File: src/hdl/rbb_pkg.sv
// ----------------------------------------------------------------------------
// rbb_pkg
// Shared types, constants and helpers for the rolling band breakout block.
// ----------------------------------------------------------------------------
package rbb_pkg;

	// parameter defaults
	localparam int WINDOW_MAX_DEF = 64;
	localparam int PRICE_BITS_DEF = 24;

	// fixed field widths
	localparam int CASH_W  = 48;
	localparam int HOLD_W  = 9;
	localparam int ACT_W   = 2;
	localparam int WLEN_W  = 7;
	localparam int LIMIT_W = 8;
	localparam int MULT_W  = 4;

	// configuration port
	localparam int APB_AW = 4;
	localparam int APB_DW = 32;

	localparam logic [APB_AW-3:0] REG_WLEN  = 2'd0;
	localparam logic [APB_AW-3:0] REG_LIMIT = 2'd1;
	localparam logic [APB_AW-3:0] REG_MULT  = 2'd2;

	localparam logic [WLEN_W-1:0]  WLEN_RST  = 7'd50;
	localparam logic [LIMIT_W-1:0] LIMIT_RST = 8'd5;
	localparam logic [MULT_W-1:0]  MULT_RST  = 4'd2;

	// action codes
	localparam logic [ACT_W-1:0] ACT_NONE = 2'd0;
	localparam logic [ACT_W-1:0] ACT_BUY  = 2'd1;
	localparam logic [ACT_W-1:0] ACT_SELL = 2'd2;

	typedef enum logic [2:0] {
		ST_IDLE,
		ST_READ,
		ST_UPD,
		ST_MUL1,
		ST_MUL2,
		ST_MUL3,
		ST_DEC,
		ST_FIN
	} rbb_state_t;

	// controller -> datapath
	typedef struct packed {
		logic load;
		logic read;
		logic upd;
		logic mul1;
		logic mul2;
		logic mul3;
		logic dec;
		logic fin;
	} rbb_cmd_t;

	// datapath -> controller
	typedef struct packed {
		logic full;
		logic last;
	} rbb_stat_t;

	// register block -> datapath
	typedef struct packed {
		logic [WLEN_W-1:0]  window_length;
		logic [LIMIT_W-1:0] position_limit;
		logic [MULT_W-1:0]  deviation_multiple;
		logic               restart;
	} rbb_cfg_t;

	// clamp a two-bit-wider signed value to the cash range
	function automatic logic signed [CASH_W-1:0] sat_cash(input logic signed [CASH_W+1:0] v);
		logic signed [CASH_W-1:0] r;
		if ((v[CASH_W+1] == v[CASH_W]) && (v[CASH_W] == v[CASH_W-1]))
			r = v[CASH_W-1:0];
		else if (v[CASH_W+1])
			r = {1'b1, {(CASH_W-1){1'b0}}};
		else
			r = {1'b0, {(CASH_W-1){1'b1}}};
		return r;
	endfunction

endpackage

File: src/hdl/rbb_ctrl.sv
// ----------------------------------------------------------------------------
// rbb_ctrl
// Sequencer: steps one price through window update, band test if full, result if full or last.
// ----------------------------------------------------------------------------
module rbb_ctrl import rbb_pkg::*; (
	input  logic      clk,
	input  logic      arst_n,
	input  logic      in_valid,
	output logic      in_ready,
	output logic      out_valid,
	input  logic      out_ready,
	input  rbb_stat_t stat,
	output rbb_cmd_t  cmd
);
	rbb_state_t state_q, state_d;
	logic       out_valid_q;
	logic       out_free;

	assign out_free  = !out_valid_q || out_ready;
	assign out_valid = out_valid_q;

	always_comb begin
		state_d = state_q;
		case (state_q)
			ST_IDLE: if (in_valid) state_d = ST_READ;
			ST_READ: state_d = ST_UPD;
			ST_UPD: begin
				if (stat.full)
					state_d = ST_MUL1;
				else if (stat.last)
					state_d = ST_FIN;
				else
					state_d = ST_IDLE;
			end
			ST_MUL1: state_d = ST_MUL2;
			ST_MUL2: state_d = ST_MUL3;
			ST_MUL3: state_d = ST_DEC;
			ST_DEC:  state_d = ST_FIN;
			ST_FIN:  if (out_free) state_d = ST_IDLE;
			default: state_d = ST_IDLE;
		endcase
	end

	always_comb begin
		cmd      = '0;
		in_ready = 1'b0;
		case (state_q)
			ST_IDLE: begin
				in_ready = 1'b1;
				cmd.load = in_valid;
			end
			ST_READ: cmd.read = 1'b1;
			ST_UPD:  cmd.upd  = 1'b1;
			ST_MUL1: cmd.mul1 = 1'b1;
			ST_MUL2: cmd.mul2 = 1'b1;
			ST_MUL3: cmd.mul3 = 1'b1;
			ST_DEC:  cmd.dec  = 1'b1;
			ST_FIN:  cmd.fin  = out_free;
			default: ;
		endcase
	end

	always_ff @(posedge clk or negedge arst_n) begin
		if (!arst_n) begin
			state_q     <= ST_IDLE;
			out_valid_q <= 1'b0;
		end else begin
			state_q <= state_d;
			if (cmd.fin)
				out_valid_q <= 1'b1;
			else if (out_ready)
				out_valid_q <= 1'b0;
		end
	end

endmodule

File: config.mk
export PLATFORM = sky130hd
export DESIGN_NAME = rbb_ctrl
export DESIGN_NICKNAME = d
export VERILOG_FILES = /design/src/hdl/rbb_pkg.sv /design/src/hdl/rbb_ctrl.sv
export SDC_FILE = /design/constraint.sdc
export NUM_CORES = 1
export LEC_CHECK = 0
export BUFFER_PORTS_ARGS = -buffer_cell sky130_fd_sc_hd__buf_2
export CAP_MARGIN = 0
export CORE_AREA = 2 2 39 41
export CTS_CLUSTER_DIAMETER = 100
export CTS_CLUSTER_SIZE = 10
export DETAILED_ROUTE_END_ITERATION = 7
export DIE_AREA = 0 0 41 43
export GPL_TIMING_DRIVEN = 1
export PLACE_DENSITY_LB_ADDON = 0.2
export SYNTH_ARGS = -nofsm -noshare
export SYNTH_HDL_FRONTEND = slang
export SYNTH_SLANG_ARGS = --single-unit
File: constraint.sdc
create_clock -name clk -period 2.2 [get_ports clk]
set_input_delay 0.44 -clock clk [delete_from_list [all_inputs] [get_ports clk]]
set_output_delay 0.44 -clock clk [all_outputs]
set_load 0.05 [all_outputs]
* Yosys cells after proc, flatten, opt, wreduce, memory -nomap -nowiden
Cells that the tools add are included.
** Operators by class
- Multipliers :: 0
- Reduce and logical (&&, ||, !) cells :: 5
- Shift-type cells :: 0
- Equal/unequal tests :: 9
- $lt $le $gt $ge :: 0
- Multiplexer cells :: 16
- Add/subtract/negate cells :: 0
- Divide/modulo/power cells :: 0
- Bitwise gates (word level) :: 0
** Operator list (count)
- one-hot mux 3 bit (8 select lines) :: 1
- == test 3 bit (second input constant) :: 4
- 2-to-1 mux 3 bit :: 4
- 2-to-1 mux 1 bit :: 11
- == test 3 x 2 -> 1 bit (second input constant) :: 2
- != test 2 bit (second input constant) :: 2
- == test 3 x 1 -> 1 bit (second input constant) :: 1
- logical NOT 3 bit :: 1
- AND reduction 2 bit :: 1
- nonzero test 2 bit :: 1
- logical NOT 1 bit :: 1
- logical OR 1 bit :: 1
** Word-level totals
- Bits in writable memories :: 0
- Word-level logic and storage cells :: 32
- Output and inout bits :: 10
- Register bits :: 4
- Bits in read-only memories :: 0
- Bits in latches :: 0
- Memories :: 0

* Logic depth before layout (Yosys ltp)
Gate-level depths: netlist of run 1.
- Depth in word-level cells :: 4
- Gate-level depth with buffers :: 4

* Worst setup path before layout of run 1
No wires, ideal clock.
- Path kind :: register -> output
- Start point :: register state_q[0]
- End point :: output port cmd[7] (netlist bit)
- Arrival :: 1751 ps
- Buffers on the path :: 1
- Path slack :: 9 ps
- Stages on the path, launching flop included :: 4
- Path through :: dfrtp_1 > buf_2 > nor3_2 > and2_1
** RTL lines
- from (decl) :: RTL line rbb_ctrl.sv:15 : rbb_state_t state_q, state_d;
- from (signal assigned) :: RTL line rbb_ctrl.sv:68 : state_q <= state_d;
- to (decl) :: RTL line rbb_ctrl.sv:13 : output rbb_cmd_t cmd

==> results.py, run 1 <==
metrics = {
    "run_status": {
        "status": "finished, final reports clean",
    },
    "critical_path": {
        "worstPathArrival_ps": 1390,
        "startpoint_type": "flip-flop",
        "crit_family": "flip-flops",
        "path_cells": "inv_4 -> nor3b_1 -> buf_2",
        "worst_path_largest_cell_delay_ps": 540,
        "criticalPathCategory": "reg2out",
        "cp.required_ps": 1760,
        "critical_path_buf_inv_count": 2,
        "crit_fanout": 10,
        "slowest_stage": "dfrtp_1",
        "end_kind": "output pin",
    },
    "clock_network": {
        "clkLatencyLatePin_ps": 240,
        "numCtsBuffers": 3,
        "cts.repair.resized": 0,
        "cts_sinks": 4,
        "htree_levels": 1,
        "cts-root-buf": "clkbuf_4",
        "clock_path_buffers": 2,
        "cts_tree": "done",
        "clk_pin_slew_worst_paths_ps": 40,
    },
    "global_routing": {
        "grt_pass1_vias": 257,
        "grt_overflow": 0,
        "antenna_found_initial": 0,
        "grt_max_degree": 12,
        "grt_pass1_wl_mm": 1.06,
        "grt.total_usage_pct": 9.26,
    },
    "detailed_routing": {
        "drt_pass1_iterations": 4,
        "avgRoutedWirePerCell_um": 9.79,
        "vias_per_cell": 4.29,
        "vias": 270,
        "wl_um": 617,
        "ant_nets": 0,
        "drt_iter0_drc": 1,
        "drc": 0,
    },
    "placement": {
        "dpl.cell_count": 59,
        "gp_congestion": 0.604,
        "portBuffers": 15,
    },
    "timing": {
        "period_needed_ps": 1830,
        "maxSlewViolCount": 0,
        "fmax_ghz": 0.547,
        "slew_headroom_pct": 76.7,
        "tns_ps": 0,
        "tightest_slew_ps": 350,
        "grt_setup_unrepaired": "no",
        "hold_viol_final": 0,
        "setup_violations": 0,
        "fin_skew_ps": 3.77,
        "fin_crit_sh_pct": 83.1,
    },
    "synth": {
        "synth_fp_nets": 37,
        "yosys_warnings": 0,
        "ys_seq_elements": 4,
        "synth_cells": 31,
        "synth.cell_area_um2": 277,
        "avgSynthCellArea_um2": 8.92,
        "yosysSeqAreaShare_pct": 36.2,
        "ys_types": 19,
    },
    "layout": {
        "multi_input_area_um2": 149,
        "seq_area_um2": 100,
        "drive_above_1_share_pct": 46.8,
        "areaGrowthSynthToFinish_pct": 38.5,
        "fin_cells": 63,
        "fin_nets": 55,
        "fill_cells": 160,
        "utilization_pct": 27.7,
        "diodes": 0,
    },
    "floorplan": {
        "row_count": 14,
        "fp.dieH_um": 43,
        "die-area_mm2": 0.00176,
        "io_pins": 16,
        "start_util_pct": 20.0,
        "coreArea_mm2": 0.00138,
        "fp.dieW_um": 41,
    },
    "job": {
        "cap_violations": 0,
    },
    "hold_path": {
        "min_path_type": "in2reg",
    },
}
layout by cell type, fill, tap and decap left out, drive strengths merged:
master / instances
nor2: 3
nand3b: 1
nand4bb: 1
a21oi: 3
buf: 15
inv: 1
nor3: 2
and2b: 1
o211ai: 1
clkbuf: 3
nand3: 2
and2: 2
nor3b: 3
nand2: 1
nand2b: 1
dfrtp: 4
or3: 1
nor2b: 1
dlygate4sd3: 1
path summary, 6_finish.rpt:
check / start / to / slack, ps / depth (start not counted)
max reg2reg: state_q[1]$_DFFE_PN0P_ / state_q[0]$_DFFE_PN0P_ / 1030 / 3
max: state_q[1]$_DFFE_PN0P_ / cmd[1] / 370 / 3
min: stat[1] / state_q[2]$_DFFE_PN0P_ / 480 / 3
max in group asynchronous: arst_n / state_q[2]$_DFFE_PN0P_ / 1530 / 2
min in group asynchronous: arst_n / state_q[0]$_DFFE_PN0P_ / 550 / 2
min reg2reg: out_valid$_DFFE_PN0P_ / out_valid$_DFFE_PN0P_ / 700 / 2
repair_timing:
| action | 4_1_cts | 5_1_grt |
|---|---|---|
| hold buffers | 1 | 0 |
| endpoints found under the hold margin | 4 | 0 |
| buffers inserted | 0 | 0 |
through the flow:
| step | instance area [µm²] | setup slack (ps) | hold slack [ps] |
|---|---|---|---|
| 2_1_floorplan | 277 | 9.27 | 144 |
| 3_3_place_gp | 350 | 614 | 248 |
| 3_5_place_dp | 350 | 602 | 249 |
| 4_1_cts | 383 | 332 | 473 |
| 5_1_grt | 383 | 230 | 506 |
| 6_report | 383 | 372 | 478 |
sequential cells by signal, indices dropped and copies added, names as in the netlist:
| signal | flops |
|---|---|
| out_valid | 1 |
| state_q | 3 |
layer usage:
metal	global-route usage, %	vias to the layer above	share of wire (%)	wire (µm)
met3	6.28	0	6.6	41
li1	-	138	-	-
met1	12.9	122	47	287
met4	4.00	0	0	0
met5	0	-	0	0
met2	10.6	10	47	288
cells in the mapped netlist:
cell type	instances	area (µm²)
a21oi_1	3	15.0
and2_1	2	12.5
and2b_2	1	8.76
buf_2	2	10.0
buf_6	1	11.3
dfrtp_1	4	100
inv_4	1	6.26
nand2_1	1	3.75
nand2b_1	1	6.26
nand3_1	2	10.0
nand3b_1	1	7.51
nand4bb_1	1	11.3
nor2_1	3	11.3
nor2b_1	1	6.26
nor3_1	1	5.00
nor3_2	1	10.0
nor3b_1	3	22.5
o211ai_1	1	7.51
or3_4	1	11.3
final cells by class:
cell class,instances,area share (%)
flip-flops and latches,4,26.1
repair buffers,16,22.2
multi-input cells,23,38.9
well taps,16,5.23
clock buffers,3,5.88
inverters,1,1.63
cells by family after synthesis:
group	after synthesis	share of synthesized area (%)
AOI/OAI and AO/OA	4	8.14
buffers and inverters	4	9.96
DFF	4	36.2
and+or+nand+nor	19	45.7
worst min-delay path, delay by kind of cell:
| kind | cells | cell delay [ps] |
|---|---|---|
| buf+inv | 1 | 80 |
| compound gates | 1 | 60 |
| simple gates | 1 | 90 |
Power of run 1 is left out: the tool's default activity adds up to more than one toggle a clock period on the data nets, which glitch-free logic cannot reach.
==> run 2: changes to the inputs <==
- clock period: 2.2 -> 1.8 ns (I/O delays scaled with it)
==> run 2 against run 1 <==
Utilization grew 1.6 points. Cell area grew 5.9%. First-iteration DRC count shrank 100%. Setup slack lost 260 ps. Clock-buffer cell count is the same. Flip-flop and latch count is the same. Sequential share of layout area shrank 0.53 points. Hold slack lost 84 ps. Via count shrank 0.74%. Register-to-register slack lost 350 ps. Non-clock buffer count is the same. Die area is the same. Highest routed layer is now met4.
==> results.py, run 2 (synthesis gave the netlist of run 1 again) <==
metrics = {
    "run_status": {
        "status": "finished, final reports clean",
    },
    "layout": {
        "areaGrowthSynthToFinish_pct": 46.6,
        "fin_nets": 55,
        "regMostFlops": "state_q",
        "largest_reg_flops": 3,
        "fill_cells": 160,
        "mostFrequentLayoutCell": "buf_2",
        "diodes": 0,
        "drive_above_1_share_pct": 59.6,
        "final_cell_mix": "buf_2 (15), a21oi_1 (3), clkbuf_4 (3), dfrtp_2 (3)",
    },
    "clock_network": {
        "clkLatencyLatePin_ps": 240,
        "htree_levels": 1,
        "numCtsBuffers": 3,
        "cts_sinks": 4,
        "clk_pin_slew_worst_paths_ps": 40,
        "cts_setup_buffers": 0,
        "cts_tree": "done",
        "cts-root-buf": "clkbuf_4",
        "clock_path_buffers": 2,
    },
    "global_routing": {
        "grt_pass1_wl_mm": 1.13,
        "grt.total_usage_pct": 10.8,
        "grt_max_degree": 12,
        "grt_overflow": 0,
        "antenna_found_initial": 0,
        "grt_pass1_vias": 277,
    },
    "critical_path": {
        "cp.required_ps": 1440,
        "criticalPathCategory": "reg2out",
        "worstPathArrival_ps": 1330,
        "end_kind": "output pin",
        "crit_fanout": 10,
        "worst-r2r-setup-slack_ps": 680,
        "startpoint_type": "flip-flop",
    },
    "floorplan": {
        "start_util_pct": 20.0,
        "die-area_mm2": 0.00176,
        "row_count": 14,
        "fp.dieW_um": 41,
        "io_pins": 16,
        "coreArea_mm2": 0.00138,
        "fp.dieH_um": 43,
    },
    "timing": {
        "setup_violations": 0,
        "tightest_slew_ps": 253,
        "maxSlewViolCount": 0,
        "period_needed_ps": 1690,
        "grt_setup_unrepaired": "no",
        "fin_crit_sh_pct": 93.9,
        "fmax_ghz": 0.592,
        "slew_headroom_pct": 83.1,
        "fin_skew_ps": 7.19,
        "holdWs_ps": 394,
        "hold_viol_final": 0,
    },
    "detailed_routing": {
        "drt_iter0_drc": 0,
        "ant_nets": 0,
        "vias_per_cell": 4.25,
        "wl_um": 641,
        "avgRoutedWirePerCell_um": 10.2,
        "drc": 0,
        "vias": 268,
        "drt_pass1_iterations": 1,
    },
    "hold_path": {
        "min_path_type": "in2reg",
    },
    "placement": {
        "gp_congestion": 0.632,
        "post-dp-hpwl_um": 478,
        "portBuffers": 15,
    },
    "job": {
        "cap_violations": 0,
    },
}
-- run 2: changes by cell type in the layout (fill, tap and decap cells not counted) --
cell / before / now
dfrtp_1: 4 / 1
nor3_4: 0 / 1
nor3b_1: 3 / 1
nor3b_2: 0 / 2
nor2_2: 0 / 1
nor3_2: 1 / 0
dfrtp_2: 0 / 3
nor2_1: 3 / 2
-- run 2: cell type report --
| type | count | area (µm²) | share of cell area (%) |
|---|---|---|---|
| inverter | 1 | 6.26 | 1.54 |
| tap | 16 | 20.0 | 4.94 |
| multi-input combinational | 23 | 168 | 41.4 |
| timing repair buffer | 16 | 85.1 | 21.0 |
| sequential | 4 | 104 | 25.6 |
| clock buffer | 3 | 22.5 | 5.56 |
-- run 2: critical path, stage by stage (launching register included) --
cell and delay, ps:
dfrtp_2 490, and2b_2 240, and2_1 110, buf_2 250
-- run 2: what timing repair did --
action | CTS | global route
hold endpoints to repair | 4 | 0
hold buffers | 1 | 0
resized for setup | 1 | 2
setup endpoints to repair | 1 | 3
-- run 2: final timing paths --
path                       cells past startpoint              startpoint                      to
max                                            3  state_q[1]$_DFFE_PN0P_                  cmd[2]
max reg2reg                                    3  state_q[1]$_DFFE_PN0P_  state_q[1]$_DFFE_PN0P_
min reg2reg                                    1  state_q[0]$_DFFE_PN0P_  state_q[0]$_DFFE_PN0P_
max in group asynchronous                      2                  arst_n  state_q[2]$_DFFE_PN0P_
min in group asynchronous                      2                  arst_n  state_q[0]$_DFFE_PN0P_
min                                            3                 stat[0]  state_q[2]$_DFFE_PN0P_
-- run 2: per-layer routing --
metal  GRT usage [%]  share of wire (%)  wire, µm
met5               0                  0         0
met4            8.00                3.0        19
met3            7.85                7.0        45
met2            12.2                 46       297
met1            13.4                 43       278
-- run 2: per-stage QoR --
step	setup WS [ps]	instance area (µm²)	utilization, %	std cells	setup TNS [ps]
floorplan	-267	295	-	31	-553
global placement	255	369	26.7	59	0
detailed placement	243	369	26.7	59	0
CTS	35.6	403	29.1	63	0
global route	46.6	405	29.3	63	0
finish	111	405	29.3	63	0
Power of run 2 is left out for the same reason.
