$ cat src/hdl/rbb_pkg.sv
// ----------------------------------------------------------------------------
// rbb_pkg
// Shared types, constants and helpers for the rolling band breakout block.
// ----------------------------------------------------------------------------
package rbb_pkg;

	// parameter defaults
	localparam int WINDOW_MAX_DEF = 64;
	localparam int PRICE_BITS_DEF = 24;

	// fixed field widths
	localparam int CASH_W  = 48;
	localparam int HOLD_W  = 9;
	localparam int ACT_W   = 2;
	localparam int WLEN_W  = 7;
	localparam int LIMIT_W = 8;
	localparam int MULT_W  = 4;

	// configuration port
	localparam int APB_AW = 4;
	localparam int APB_DW = 32;

	localparam logic [APB_AW-3:0] REG_WLEN  = 2'd0;
	localparam logic [APB_AW-3:0] REG_LIMIT = 2'd1;
	localparam logic [APB_AW-3:0] REG_MULT  = 2'd2;

	localparam logic [WLEN_W-1:0]  WLEN_RST  = 7'd50;
	localparam logic [LIMIT_W-1:0] LIMIT_RST = 8'd5;
	localparam logic [MULT_W-1:0]  MULT_RST  = 4'd2;

	// action codes
	localparam logic [ACT_W-1:0] ACT_NONE = 2'd0;
	localparam logic [ACT_W-1:0] ACT_BUY  = 2'd1;
	localparam logic [ACT_W-1:0] ACT_SELL = 2'd2;

	typedef enum logic [2:0] {
		ST_IDLE,
		ST_READ,
		ST_UPD,
		ST_MUL1,
		ST_MUL2,
		ST_MUL3,
		ST_DEC,
		ST_FIN
	} rbb_state_t;

	// controller -> datapath
	typedef struct packed {
		logic load;
		logic read;
		logic upd;
		logic mul1;
		logic mul2;
		logic mul3;
		logic dec;
		logic fin;
	} rbb_cmd_t;

	// datapath -> controller
	typedef struct packed {
		logic full;
		logic last;
	} rbb_stat_t;

	// register block -> datapath
	typedef struct packed {
		logic [WLEN_W-1:0]  window_length;
		logic [LIMIT_W-1:0] position_limit;
		logic [MULT_W-1:0]  deviation_multiple;
		logic               restart;
	} rbb_cfg_t;

	// clamp a two-bit-wider signed value to the cash range
	function automatic logic signed [CASH_W-1:0] sat_cash(input logic signed [CASH_W+1:0] v);
		logic signed [CASH_W-1:0] r;
		if ((v[CASH_W+1] == v[CASH_W]) && (v[CASH_W] == v[CASH_W-1]))
			r = v[CASH_W-1:0];
		else if (v[CASH_W+1])
			r = {1'b1, {(CASH_W-1){1'b0}}};
		else
			r = {1'b0, {(CASH_W-1){1'b1}}};
		return r;
	endfunction

endpackage

$ cat src/hdl/rbb_regs.sv
// ----------------------------------------------------------------------------
// rbb_regs
// APB configuration registers: window length, position limit, band multiple.
// ----------------------------------------------------------------------------
module rbb_regs import rbb_pkg::*; (
	input  logic              clk,
	input  logic              arst_n,
	input  logic              psel,
	input  logic              penable,
	input  logic              pwrite,
	input  logic [APB_AW-1:0] paddr,
	input  logic [APB_DW-1:0] pwdata,
	output logic [APB_DW-1:0] prdata,
	output rbb_cfg_t          cfg
);
	logic [WLEN_W-1:0]  wlen_q;
	logic [LIMIT_W-1:0] limit_q;
	logic [MULT_W-1:0]  mult_q;
	logic [APB_AW-3:0]  idx;
	logic               wr;

	assign idx = paddr[APB_AW-1:2];
	assign wr  = psel & penable & pwrite;

	always_ff @(posedge clk or negedge arst_n) begin
		if (!arst_n) begin
			wlen_q  <= WLEN_RST;
			limit_q <= LIMIT_RST;
			mult_q  <= MULT_RST;
		end else if (wr) begin
			case (idx)
				REG_WLEN:  wlen_q  <= pwdata[WLEN_W-1:0];
				REG_LIMIT: limit_q <= pwdata[LIMIT_W-1:0];
				REG_MULT:  mult_q  <= pwdata[MULT_W-1:0];
				default: ;
			endcase
		end
	end

	always_comb begin
		case (idx)
			REG_WLEN:  prdata = APB_DW'(wlen_q);
			REG_LIMIT: prdata = APB_DW'(limit_q);
			REG_MULT:  prdata = APB_DW'(mult_q);
			default:   prdata = '0;
		endcase
	end

	// a new window length starts a fresh series
	assign cfg.window_length      = wlen_q;
	assign cfg.position_limit     = limit_q;
	assign cfg.deviation_multiple = mult_q;
	assign cfg.restart            = wr && (idx == REG_WLEN);

endmodule

$ cat config.mk
export PLATFORM = sky130hd
export DESIGN_NAME = rbb_regs
export DESIGN_NICKNAME = d
export VERILOG_FILES = /design/src/hdl/rbb_pkg.sv /design/src/hdl/rbb_regs.sv
export SDC_FILE = /design/constraint.sdc
export NUM_CORES = 1
export LEC_CHECK = 0
export BUFFER_PORTS_ARGS = -buffer_cell sky130_fd_sc_hd__buf_2
export CORE_ASPECT_RATIO = 1.25
export CORE_UTILIZATION = 34
export DETAILED_ROUTE_END_ITERATION = 10
export PLACE_DENSITY = 0.75
export SETUP_SLACK_MARGIN = 0.05
export SLEW_MARGIN = 20
export SYNTH_ARGS = -nofsm -noshare
export SYNTH_HDL_FRONTEND = slang
export SYNTH_SLANG_ARGS = --single-unit
$ cat constraint.sdc
create_clock -name clk -period 0.8 [get_ports clk]
set_clock_uncertainty 0.05 [all_clocks]
set_input_delay 0 -clock clk [delete_from_list [all_inputs] [get_ports clk]]
set_output_delay 0 -clock clk [all_outputs]
set_load 0.1 [all_outputs]
# Word level (Yosys, flattened, before mapping)
# Cells that the tools add are included.
# word_totals
ff_bits,19
out_inout_bits,52
inputBits,41
elab_cells,13
# classes
bitwise_logic,2
n_mux,1
n_reduce_logical,5
eq_ne,2
# ops
op,count
$pmux 8 s3,1
$reduce_and 2->1,3
$and 1x1->1,2
$eq 2x1->1 const B,1
$eq 2x2->1 const B,1
$logic_not 2->1,1
$logic_and 1x1->1,1

# Logic depth before layout (Yosys ltp)
# Gate-level depths: netlist of run 1.
# logic_depth
word_depth,3
mapped_depth,4
ltp_nobuf,3

# Worst setup path before layout of run 1
# OpenSTA, ideal clock, no wires.
# synth_timing
path_kind,reg-to-output
from,reg limit_q[1]
to,out prdata[1]
required_ns,0.750
stages_incl_launch_ff,3
path_buffers,0
setup_slack_ns,-2.460
arrival_time_ns,3.210
cell_sequence,dfrtp_1 -> mux2i_1 -> o21ai_0
# synth_via
elab_chain_len,1
# synth_rtl
element,line,source
start: declaration,rbb_regs.sv:17,logic [LIMIT_W-1:0] limit_q;
start signal: assignment,rbb_regs.sv:33,REG_LIMIT: limit_q <= pwdata[LIMIT_W-1:0];
$pmux 8 s3,rbb_regs.sv:41,case (idx)
end: declaration,rbb_regs.sv:13,"output logic [APB_DW-1:0] prdata,"
# Every way passes these cells.

# Final worst setup path of run 1
# layout_timing
from,reg limit_q[0]
to,out prdata[0]
# The elaborated chain is that of the path after synthesis.

==> results of run 1 <==
## synthesized netlist by cell type (all sizes together) (3+ instances only)
master,n,area (um2)
buf,26,193
nor2,3,11.3
nand2,4,15.0
mux2,19,229
dfrtp,13,325
o21ai,4,20.0
dfstp,6,158
mux2i,7,70.1
## metal layers
layer  part of all wire, %  wire [um]  vias up  GRT usage, %
met1                    39       1400      471          28.0
li1                      -          -      429             -
met5                     0          0        -             0
met3                   5.1        186        2          3.70
met2                    56       2030       49          42.2
met4                  0.25          9        0          4.93
## through the flow
step	total power (uW)	TNS (ns)	hold WS (ns)	utilization (%)	cells
3_3_place_gp	6650	-7.76	-0.0922	70.0	194
4_1_cts	7700	-14.84	-0.108	80.5	208
6_report	7870	-15.31	-0.0979	82.3	212
2_1_floorplan	4930	-15.50	-0.346	-	112
5_1_grt	8090	-16.77	-0.117	82.3	212
3_5_place_dp	6730	-8.22	-0.0936	70.0	194
## timing repair
| item | in CTS | in global routing |
|---|---|---|
| endpoints found under the setup margin | 47 | 47 |
| resized for setup | 46 | 9 |
| hold endpoints to repair | 38 | 15 |
| pin swaps | 8 | 1 |
| setup buffers | 7 | 7 |
## power breakdown
part	leakage, uW	switching (uW)	total, uW	internal [uW]
clock network	0.0000150	290	484	194
logic	0.000877	3440	5720	2270
registers	0.000211	296	1670	1380
## layout by cell type, fill, tap and decap left out, drive strengths merged
cell type / count
dfstp: 6
dlygate4sd3: 3
or3b: 1
nor2: 3
buf: 83
nand3: 1
nor3b: 1
mux2: 19
nor3: 1
mux2i: 7
and3b: 1
nor2b: 1
dfrtp: 13
clkbuf: 4
o21ai: 4
nand2: 4
conb: 24
## area by class of cell
class                      instances  area, um2  area share [%]
clock buffer                       4       26.3            1.06
multi-input combinational         67        718            29.1
timing repair buffer              86       1130            45.8
sequential                        19        549            22.3
tap                               36       45.0            1.82
## worst max-delay path by stage
stage	startpoint	to	slack, ns	depth (start not counted)
after floorplan	paddr[2]	wlen_q[0]	-0.90	3
after global placement	paddr[3]	mult_q[0]	-0.32	3
after detailed placement	pwrite	mult_q[0]	-0.34	4
after CTS	wlen_q[1]	prdata[1]	-0.62	3
after global routing	limit_q[0]	prdata[0]	-0.69	3
final	limit_q[0]	prdata[0]	-0.63	3
## critical path, delay by kind of cell, from the launching register on
family                 cells  cell delay [ns]
AOI/OAI and AO/OA          1             0.16
buffers and inverters      1             0.19
muxes                      1             0.08
DFF                        1             0.65
## state kept, by name, indices dropped and copies added, names as in the netlist
register / flops
wlen_q: 7
limit_q: 8
mult_q: 4
## logic make-up (layout without fill, tap and decap cells)
kind of cell | Yosys count | count (layout) | share of synthesized area [%]
multiplexers | 26 | 26 | 27.1
other | 1 | 24 | 0.340
AND/OR/NAND/NOR | 13 | 13 | 9.52
flip-flops | 19 | 19 | 43.8
AO/OA/AOI/OAI | 4 | 4 | 1.81
buffers and inverters | 26 | 90 | 17.5
==> metrics.yaml, run 1 <==
outcome:
  status: "finished with violations"
  violations: "negative hold slack, negative setup slack"
drt:
  wirelength_um: 3630
  dr.first_iter.drc_count: 12
  post-route-drc-count: 0
  vias_per_cell: 4.49
  vias: 951
  wire_per_inst_um: 17.1
  detail-route-antenna-nets: 0
  first_pass_iters: 4
power_and_ir_drop:
  total_leakage_power_uw: 0.00110
  power_density_nw_per_um2: 3190
  max-vdd-ir-drop_uv: 3080
global_route:
  grt_pass1_vias: 1037
  grt_usage_pct: 23.2
  grt-ovfl-total: 0
  antenna_found_initial: 0
  grt_pass1_wl_um: 5620
  grt_max_degree: 20
hold_path:
  worstHoldPathCells: 2
  hold-path-endpoint: "limit_q[7]"
  worstHoldStart: "pwdata[7]"
  hold_path_class: "in -> reg"
worst_setup_path:
  r2r-end: "wlen_q[6]"
  slowest_stage: "dfstp_4"
  cp_max_fo: 2
  rr_worst_depth: 2
  path_cells: "mux2i_2 -> o21ai_4 -> buf_12"
  criticalPathCategory: "reg -> out"
  endpoint_kind: "output pin"
  cp.arrival_ns: 1.38
  worstReg2RegStart: "wlen_q[6]"
  max_stage_delay_ns: 0.65
  start_kind: "register"
  rrSetupSlack_ns: -0.29
  cp.required_ns: 0.75
floorplan:
  io_pins: 93
  fp.dieH_um: 65.7
  row_count: 22
  core_um2: 3000
  die_area_um2: 3480
  start_util_pct: 36.8
  dieWidth_um: 53.0
finish:
  antennaDiodeCount: 0
  syn_to_final_growth_pct: 124
  fin_nets: 218
  fin_area_um2: 2470
  fillers: 144
  drive_gt1_share_pct: 81.3
yosys:
  ys_seq_area_share_pct: 43.8
  synth_cells: 89
  ys_types: 17
  synth-edff-count: 0
  ys.flop_type: "dfrtp_1"
  ys_seq_elements: 19
  synth-warning-count: 0
  avgSynthCellArea_um2: 12.4
  ys_async_sr_fraction_pct: 100
  netlist_area_um2: 1100
cts:
  clock_path_buffers: 2
  htree_levels: 1
  cts_root_buf: "clkbuf_4"
  holdBufCountCts: 3
  clkTransAtPathRegs_ns: 0.11
  clkLatencyLatePin_ns: 0.29
  cts_tree: "done"
  cts_buffers: 3
  clock-sinks: 19
sta:
  fin_crit_ns: 1.43
  post-route-period-util_pct: 178
  hold_viol_final: 15
  rsz0062_at_grt: "yes"
  finalSetupViolCount: 47
  slew_violations: 0
  worst_slack_ns: -0.627
  max_freq_mhz: 701
  hold_slack_ns: -0.0979
placement:
  pre_cts_slack_ns: -0.337
  dp_hpwl_um: 2310
  placed_area_um2: 2100
  routabilityCongestion: 0.762
  port_buffers: 42
run:
  maxCapViolCount: 0
(Power assumes the default switching activity.)
==> run 2, diff against run 1 <==
Settings changed: CORE_ASPECT_RATIO 1.25 to 1.75, SKIP_LAST_GASP from default to 1.
==> run 2 against run 1 <==
Total power is 1.1% higher. Core utilization down 4.4 points. Cell count up 2.8%. Via count up 1.6%. Clock power up 43%. Sequential cell count did not move. Sequential power is essentially flat. The run still ends with negative hold slack, negative setup slack left. Die area up 0.22%.
==> metrics.yaml, run 2 (synthesized netlist as in run 1, its figures left out) <==
worst_setup_path:
  max_stage_delay_ns: 0.63
  criticalPathCategory: "reg -> out"
  endpoint_kind: "output pin"
  slowest_stage: "dfstp_4"
  start_kind: "register"
  cp.arrival_ns: 1.34
  cp_num_buf_inv: 1
  path_delay_family: "flip-flops"
  cp_max_fo: 2
  cp.required_ns: 0.75
  rrSetupSlack_ns: -0.35
  path_cells: "mux2i_2 -> o21ai_4 -> buf_12"
finish:
  final_util_pct: 77.9
  final_cell_mix: "buf_6, buf_12, conb_1"
  fin_area_um2: 2420
  largest_register_ffs: 8
  antennaDiodeCount: 0
  fin_nets: 217
  drive_gt1_share_pct: 82.3
  top_regs: "limit_q (8), wlen_q (7), mult_q (4)"
  regMostFlops: "limit_q"
  syn_to_final_growth_pct: 119
drt:
  wire_per_inst_um: 16.6
  vias_per_cell: 4.43
  detail-route-antenna-nets: 0
  post-route-drc-count: 0
  vias: 966
  first_pass_iters: 5
  wirelength_um: 3620
  dr.first_iter.drc_count: 26
cts:
  clock_path_buffers: 2
  cts_tree: "done"
  cts_root_buf: "clkbuf_8"
  htree_levels: 1
  clkTransAtPathRegs_ns: 0.08
  holdBufCountCts: 1
  cts_buffers: 3
  clkLatencyLatePin_ns: 0.26
  clock-sinks: 19
sta:
  finalSetupViolCount: 47
  fin_crit_ns: 1.39
  slew_violations: 0
  hold_viol_final: 18
  max_freq_mhz: 721
  rsz0062_at_grt: "yes"
  hold_slack_ns: -0.0623
  post-route-period-util_pct: 173
  worst_slack_ns: -0.587
floorplan:
  core_um2: 3110
  start_util_pct: 35.5
  fp.dieH_um: 77.4
  row_count: 27
  die_area_um2: 3490
  io_pins: 93
  dieWidth_um: 45.1
run:
  maxCapViolCount: 0
power_and_ir_drop:
  power_density_nw_per_um2: 3290
  max-vdd-ir-drop_uv: 2520
  total_leakage_power_uw: 0.00110
outcome:
  violations: "negative hold slack, negative setup slack"
  status: "finished with violations"
placement:
  routabilityCongestion: 0.729
  port_buffers: 42
  pre_cts_slack_ns: -0.346
  dp_hpwl_um: 2370
  placed_area_um2: 2080
global_route:
  grt_pass1_vias: 1000
  grt-ovfl-total: 0
  antenna_found_initial: 0
  grt_pass1_wl_um: 5420
  grt_usage_pct: 21.7
  grt_max_degree: 20
hold_path:
  hold_path_class: "in -> reg"
[run 2: cell count changes in the layout (fill, tap and decap cells not counted), sizes merged]
| cell | before | now |
|---|---|---|
| clkbuf | 4 | 3 |
| buf | 83 | 84 |
| dlygate4sd3 | 3 | 1 |
| clkinv | 0 | 1 |
[run 2: metrics by stage]
step	power (uW)	std cells	TNS, ns
finish	7950	218	-14.25
detailed placement	6720	201	-8.07
global route	8190	218	-15.23
floorplan	4930	112	-15.50
CTS	7800	213	-13.59
global placement	6640	201	-7.53
[run 2: repair_timing]
item	in CTS	in global routing
buffers inserted	7	9
endpoints found under the setup margin	47	47
gates resized for setup	36	14
pin swaps	9	2
hold endpoints to repair	38	19
[run 2: area by class of cell]
class / instances / area [um2]
timing repair buffer: 85 / 1070
sequential: 19 / 549
fill: 186 / 688
multi-input combinational: 67 / 697
clock inverter: 1 / 5.00
tap: 43 / 53.8
clock buffer: 3 / 41.3
[run 2: worst paths after layout]
path | from | to | cells past startpoint
min | pwdata[7] | limit_q[7] | 2
max reg2reg | wlen_q[3] | wlen_q[3] | 3
max in group asynchronous | arst_n | limit_q[1] | 2
min reg2reg | wlen_q[2] | wlen_q[2] | 1
max | limit_q[2] | prdata[2] | 3
min in group asynchronous | arst_n | wlen_q[3] | 2
[run 2: per-layer routing]
| layer | GRT usage (%) | wire length, um | part of all wire [%] |
|---|---|---|---|
| met1 | 26.7 | 1320 | 37 |
| met2 | 38.0 | 2140 | 59 |
| met3 | 2.33 | 136 | 3.8 |
| met4 | 6.67 | 17 | 0.47 |
| met5 | 0 | 0 | 0 |
[run 2: where the power goes]
group          switching, uW  internal [uW]  leakage [uW]
Sequential               271           1380      0.000211
Combinational           3420           2200      0.000862
Clock                    346            347     0.0000255
Total                   4040           3920       0.00110
==> run 3, diff against run 2 <==
Settings changed: CELL_PAD_IN_SITES_DETAIL_PLACEMENT from default to 2, CELL_PAD_IN_SITES_GLOBAL_PLACEMENT from default to 2, CORE_UTILIZATION 34 to 19, PLACE_DENSITY 0.75 to default, PLACE_DENSITY_LB_ADDON from default to 0.1.
==> run 3 against run 2 <==
The run still ends with negative hold slack, negative setup slack left. Count of clock-buffer cells in the layout did not move. Cell area increased by 2.3%. Via count is 3.8% lower. Sequential power hardly changed. Sequential share of layout area is 0.50 points lower. Sequential cell count unchanged. Worst setup slack gained 0.026 ns. Register-to-register slack lost 0.07 ns. Non-clock buffer count rose by 2. Core utilization decreased by 34 points. Cell count grew 16%. Critical path type unchanged. Critical endpoint is now prdata[0].
==> metrics.yaml, run 3 (synthesized netlist as in run 1, its figures left out) <==
cts:
  clock_path_buffers: 2
  cts_tree: "done"
  cts_root_buf: "clkbuf_8"
  clkTransAtPathRegs_ns: 0.08
  holdBufCountCts: 1
  cts_buffers: 3
  htree_levels: 1
  clkLatencyLatePin_ns: 0.27
  clock-sinks: 19
worst_setup_path:
  start_kind: "register"
  endpoint_kind: "output pin"
  cp.required_ns: 0.75
  cp.arrival_ns: 1.31
  criticalPathCategory: "reg -> out"
  slowest_stage: "dfstp_4"
  max_stage_delay_ns: 0.62
  worstSetupStartpoint: "limit_q[0]"
  cp_max_fo: 2
  worstReg2RegStart: "limit_q[0]"
  path_cells: "mux2i_2 -> o21ai_4 -> buf_12"
global_route:
  grt_pass1_wl_um: 5380
  grt-ovfl-total: 0
  grt_max_degree: 20
  antenna_found_initial: 0
  grt_usage_pct: 12.5
  grt_pass1_vias: 1019
outcome:
  status: "finished with violations"
  violations: "negative hold slack, negative setup slack"
drt:
  wirelength_um: 3570
  dr.first_iter.drc_count: 7
  wire_per_inst_um: 14.1
  first_pass_iters: 3
  vias: 929
  post-route-drc-count: 0
  detail-route-antenna-nets: 0
  vias_per_cell: 3.67
finish:
  top_regs: "limit_q (8), wlen_q (7), mult_q (4)"
  syn_to_final_growth_pct: 124
  final_common_cell: "buf_12"
  largest_register_ffs: 8
  final_cell_mix: "buf_12, buf_6, conb_1"
  fin_nets: 219
  fillers: 585
  antennaDiodeCount: 0
  drive_gt1_share_pct: 81.9
  regMostFlops: "limit_q"
sta:
  worst_slack_ns: -0.561
  slew_violations: 0
  max_freq_mhz: 735
  rsz0062_at_grt: "yes"
  post-route-period-util_pct: 170
  tns_ns: -13.98
  hold_viol_final: 19
  fin_crit_ns: 1.36
  finalSetupViolCount: 47
  hold_slack_ns: -0.0722
placement:
  pre_cts_slack_ns: -0.352
  dp_hpwl_um: 2680
  routabilityCongestion: 0.668
  port_buffers: 42
power_and_ir_drop:
  max-vdd-ir-drop_uv: 1370
  total_leakage_power_uw: 0.00111
  power.total_uw: 7910
  power_density_nw_per_um2: 3190
floorplan:
  io_pins: 93
  core_um2: 5590
  die_area_um2: 6130
  fp.dieH_um: 103
  row_count: 36
  start_util_pct: 19.8
  dieWidth_um: 59.6
hold_path:
  worstHoldStart: "pwdata[6]"
  hold_path_class: "in -> reg"
run:
  maxCapViolCount: 0
run 3: cell count changes in the layout (fill, tap and decap cells not counted), sizes merged:
| cell | delta |
|---|---|
| buf | +1 |
| clkbuf | +1 |
run 3: worst paths after layout:
kind                              end  slack (ns)  depth (start not counted)
setup / recovery            prdata[0]       -0.56                          3
hold / removal             limit_q[6]       -0.07                          2
setup reg to reg           limit_q[0]       -0.42                          4
hold reg to reg             wlen_q[2]        0.50                          1
max in group asynchronous   mult_q[3]        0.18                          2
min in group asynchronous  limit_q[7]        0.16                          2
run 3: layout make-up:
cell class	instances	area (um2)	share of cell area (%)
Sequential cell	19	549	22.2
Timing Repair Buffer	87	1100	44.4
Multi-Input combinational cell	67	684	27.7
Clock inverter	1	5.00	0.202
Tap cell	76	95.1	3.84
Clock buffer	3	41.3	1.67
run 3: timing repair:
action	in CTS	in global routing
setup endpoints to repair	47	47
pin swaps	8	1
gates resized for setup	30	9
endpoints found under the hold margin	38	19
setup buffers	10	10
run 3: per-stage QoR:
stage	instances	util [%]	instance area, um2
2_1_floorplan	112	-	1400
3_3_place_gp	233	38.6	2160
3_5_place_dp	233	38.6	2160
4_1_cts	248	43.4	2420
5_1_grt	253	44.3	2470
6_report	253	44.3	2470
run 3: layer usage:
layer	global-route usage, %	vias up	wire, um
met3	2.01	5	155
met2	23.5	37	2140
met1	12.7	460	1200
li1	-	427	-
met5	0	-	0
met4	6.44	0	74
run 3: worst max-delay path, delay by kind of cell (launching register included):
| family | cells | cell delay [ns] |
|---|---|---|
| AOI/OAI and AO/OA | 1 | 0.15 |
| buffers and inverters | 1 | 0.19 |
| muxes | 1 | 0.08 |
| DFF | 1 | 0.62 |
run 3: power by group:
group / internal, uW / total [uW] / switching, uW
Combinational: 2190 / 5560 / 3370
Clock: 348 / 723 / 374
Sequential: 1370 / 1620 / 246
Total: 3920 / 7910 / 3990
